[config.mk]
export PLATFORM = sky130hd
export DESIGN_NAME = css_cell
export DESIGN_NICKNAME = d
export VERILOG_FILES = /design/src/css_pkg.sv /design/src/css_cell.sv
export SDC_FILE = /design/constraint.sdc
export NUM_CORES = 1
export LEC_CHECK = 0
export ABC_AREA = 1
export BUFFER_PORTS_ARGS = -buffer_cell sky130_fd_sc_hd__buf_4
export CAP_MARGIN = 20
export CELL_PAD_IN_SITES_DETAIL_PLACEMENT = 0
export CELL_PAD_IN_SITES_GLOBAL_PLACEMENT = 2
export CORE_UTILIZATION = 30
export CTS_CLUSTER_DIAMETER = 150
export CTS_CLUSTER_SIZE = 8
export DETAILED_ROUTE_END_ITERATION = 16
export PLACE_DENSITY = 0.95
export SLEW_MARGIN = 10
export SYNTH_ARGS = -nofsm -noshare
export SYNTH_HDL_FRONTEND = slang
export SYNTH_SLANG_ARGS = --single-unit
export TNS_END_PERCENT = 50
[constraint.sdc]
create_clock -name clk -period 5 [get_ports clk]
set_clock_uncertainty 0.05 [all_clocks]
set_input_delay 0.5 -clock clk [delete_from_list [all_inputs] [get_ports clk]]
set_output_delay 0.5 -clock clk [all_outputs]
set_load 0.1 [all_outputs]
[src/css_pkg.sv]
`timescale 1ns / 1ps
`default_nettype none

package css_pkg;

    localparam int DEFAULT_DEPTH = 64;
    localparam int VALUE_W       = 32;

    typedef logic signed [VALUE_W-1:0] value_t;

    typedef struct packed {
        value_t value;
        logic   is_last;
    } in_item_t;

    typedef struct packed {
        value_t sorted_value;
        logic   last_out;
    } out_item_t;

    // Control broadcast from the sequencer to every cell.
    typedef struct packed {
        logic load;
        logic emit;
        logic sort;
        logic odd_phase;
    } css_ctrl_t;

endpackage

`default_nettype wire

[src/css_cell.sv]
`timescale 1ns / 1ps
`default_nettype none

module css_cell
    import css_pkg::*;
(
    input  wire logic      clk,
    input  wire logic      rst_n,
    input  wire css_ctrl_t ctrl,
    input  wire logic      odd_pos,
    input  wire value_t    left_val,
    input  wire logic      left_occ,
    input  wire value_t    right_val,
    input  wire logic      right_occ,
    output value_t         val,
    output logic           occ
);

    value_t val_reg;
    value_t val_next;
    logic   occ_reg;
    logic   occ_next;

    always_comb
    begin
        val_next = val_reg;
        occ_next = occ_reg;
        if (ctrl.load)
        begin
            val_next = left_val;
            occ_next = left_occ;
        end
        else if (ctrl.emit)
        begin
            val_next = right_val;
            occ_next = right_occ;
        end
        else if (ctrl.sort)
        begin
            // A cell whose position parity matches the phase is the lower
            // end of its pair and keeps the minimum; the other keeps the maximum.
            if (odd_pos == ctrl.odd_phase)
            begin
                if (occ_reg && right_occ && (val_reg > right_val))
                begin
                    val_next = right_val;
                end
            end
            else
            begin
                if (occ_reg && left_occ && (left_val > val_reg))
                begin
                    val_next = left_val;
                end
            end
        end
    end

    always_ff @(posedge clk or negedge rst_n)
    begin
        if (!rst_n)
        begin
            occ_reg <= 1'b0;
        end
        else
        begin
            occ_reg <= occ_next;
        end
    end

    always_ff @(posedge clk)
    begin
        val_reg <= val_next;
    end

    assign val = val_reg;
    assign occ = occ_reg;

endmodule

`default_nettype wire
==> impl_results.md <==
* Final setup viols at 0
* H-tree depth at 2
* Vias in the first global route at approximately 2900
* Net Count, Synth at approximately 580
* Total gr overflow at 0
* Slew headroom at 0.5508
* Routability cong. at roughly 0.76
* Initial core utilization at 0.3113
* M3 GR Usage at 0.02165
* Yosys reg bits at 33
* Global-route wire length before repair at around 13000 um
* Clock period minus worst slack at between 2000 and 3000 ps
* Nets at between 600 and 700
* Worst setup margin at approximately 2500 ps
* Cell Area, Synth at roughly 3200 um^2
* Final hold vios at 0
* Commonest cells after routing, fill and taps aside: nand2_1, buf_4, inv_1
* Critical Path Sink Type: flop
* Max reg flops at 32
* Worst skew pair latency at between 200 and 300 ps
* Area grow syn2layout at 32.36%
* Hold depth at 2
* Fin Setup TNS at 0 ps
* Num CTS Buffers at 5
* IO Count at 106
* Hpwl dp at 6702 um
* Max-Cap Viols at 0
* Vias per inst at ~4.4
* M1 GR Usage at 0.1977
* Worst VDD drop at between 0.0001 and 0.00015 V
* CTS sink cnt at 33
* CTS clk-pin slew, worst paths at 70 ps
* Fmax at 397.5 MHz
* Final Max Tran Viols at 0
* RSZ-0062 raised after global routing: false
* Clock root cell: clkbuf_8
* Number of setup buffers added after CTS at 0
* Tightest Hold Check Type: input port to flop
* Layout cells sized above 1 at 0.2222
* Core Footprint at 10370 um^2
* Hold path startpoint: ctrl[2]
* GRT Max-Usage Layer: met2
* Die W at about 110 um
* Post-Synthesis Cells at between 400 and 500
* Largest area contributor in the netlist: edfxtp_1
* Wirelength per Cell at about 11 um
* Number of synthesis warnings at 0
* DIE AREA at around 11000 um^2
* Worst R2R Path Depth at 14
* CTS tree: built
* PwrDens at around 270 nW/um^2
* DP Worst Slack at 2270 ps
* Synth top area cells: edfxtp_1, ha_1, nand2_1
* Crit path kind: flop to flop
* Crit start category: flop
* R2r setup slk at 2480 ps
* Overall routing resource usage at 0.1474
* Clock Path Buffers at 2
* ANT nets after route at 0
* Largest net degree at the start of global routing at 35
* Via count at approximately 3000
* Final Util at 0.4120
* Buffers on Ports at ~110
* Die span in y at between 100 and 150 um
* Commonest non-fill, non-tap cell in the layout: nand2_1
* Site Rows at 37
* Final WL at between 7000 and 8000 um
* Synth unique cells at 24
* Critical Path RT at 4880 ps
* Mean area per synthesized cell at around 7.4 um^2
* Period Utilization, post-route at 0.5031
* Status: finished, final reports clean
* Initial antenna violation count at 0
* Hold Path End: occ
* Iteration count of the initial detailed-routing pass at 4
* Ant. Diodes at 0
* Sequential-to-total area share from yosys stat at 0.3054
* Reg-to-reg endpoint: val[18]
* GRT met2 Usage at 0.2502
* Leakage dissipation at about 2.4 nW
* Arrival @ worst endpoint at 2400 ps
* Drc violations at 0
* Slew @ Worst Pin at between 600 and 700 ps
* Critical R2R Launch: val[15]
* Starting DRT DRC Count at 94
* CP max FO at 32
* Top-area cell type share of the netlist area at 0.2977
==> layout make-up <==
cell class / instances / area, um^2
clock buffer: 5 / 68.82
clock inverter: 3 / 12.51
timing repair buffer: 108 / 813.3
inverter: 101 / 379.1
fill: 1117 / 6097
tap: 136 / 170.2
multi-input combinational: 299 / 1843
sequential: 33 / 985.9
==> where the power goes <==
part / internal [mW] / switching (mW) / total, mW
combinational: 0.176 / 0.406 / 0.582
clock: 0.0937 / 0.0986 / 0.192
sequential: 0.344 / 0.0284 / 0.373
total: 0.614 / 0.533 / 1.15
==> through the flow <==
stage / cell area, um^2 / total power [mW] / hold slack (ps) / instances
finish: 4273 / 1.147 / 404.6 / 685
detailed placement: 4182 / 0.9666 / 236.2 / 676
CTS: 4273 / 1.166 / 392.1 / 685
global route: 4273 / 1.234 / 418.4 / 685
global placement: 4182 / 0.9585 / 234.0 / 676
floorplan: 3228 / 0.8050 / 154.4 / 439
==> worst max-delay path by stage <==
stage,from,endpoint,slack [ps],depth (start not counted)
after global routing,val[21],val[0],2220,14
after detailed placement,left_val[31],val[15],2270,13
after floorplan,val[21],val[0],1770,13
after CTS,val[15],val[20],2440,14
after global placement,right_val[15],val[13],2270,16
final,val[15],val[18],2480,14
==> layer usage <==
metal | vias to the layer above | part of all wire
met3 | 7 | 0.037
li1 | 1615 | -
met2 | 63 | 0.47
met4 | 0 | 0.010
met1 | 1295 | 0.48
met5 | - | 0
==> cell families after synthesis <==
family          count (synthesis)  share of synthesized area
simple gates                  168                     0.2081
buf+inv                       107                     0.1260
compound gates                 66                     0.1074
fa+ha+maj                      64                     0.2481
flops                          33                     0.3054
xor+xnor                        1                   0.005040
==> cell usage after synthesis <==
master,number
nor2_1,23
a21o_1,3
o21ai_0,27
buf_2,4
nand4_1,5
a31oi_1,1
edfxtp_1,32
inv_1,98
o21ai_2,1
nand3_1,7
nor2_4,1
o21a_1,1
inv_2,3
and2_1,1
nand2_1,127
a21oi_1,24
o22ai_1,1
clkbuf_1,2
nand2_2,3
xnor2_2,1
o21ai_1,8
dfrtp_1,1
ha_1,64
and3_1,1
==> worst max-delay path, cell delays in order, from the launching register on <==
cell	delay, ps
edfxtp_1	430
ha_1	320
nand2_1	80
nor2_1	160
nand4_1	180
inv_1	90
nand2_1	60
nand2_1	50
nand2_1	50
nand3_1	60
nand3_1	60
nand2_1	60
nand3_1	70
nand2_1	50
buf_4	380
==> timing repair <==
action	CTS	global route
gates resized for setup	0	0
hold endpoints to repair	1	0
endpoints found under the setup margin	0	0
hold buffers	1	0
Note: power is estimated with default switching activity, not from simulation.
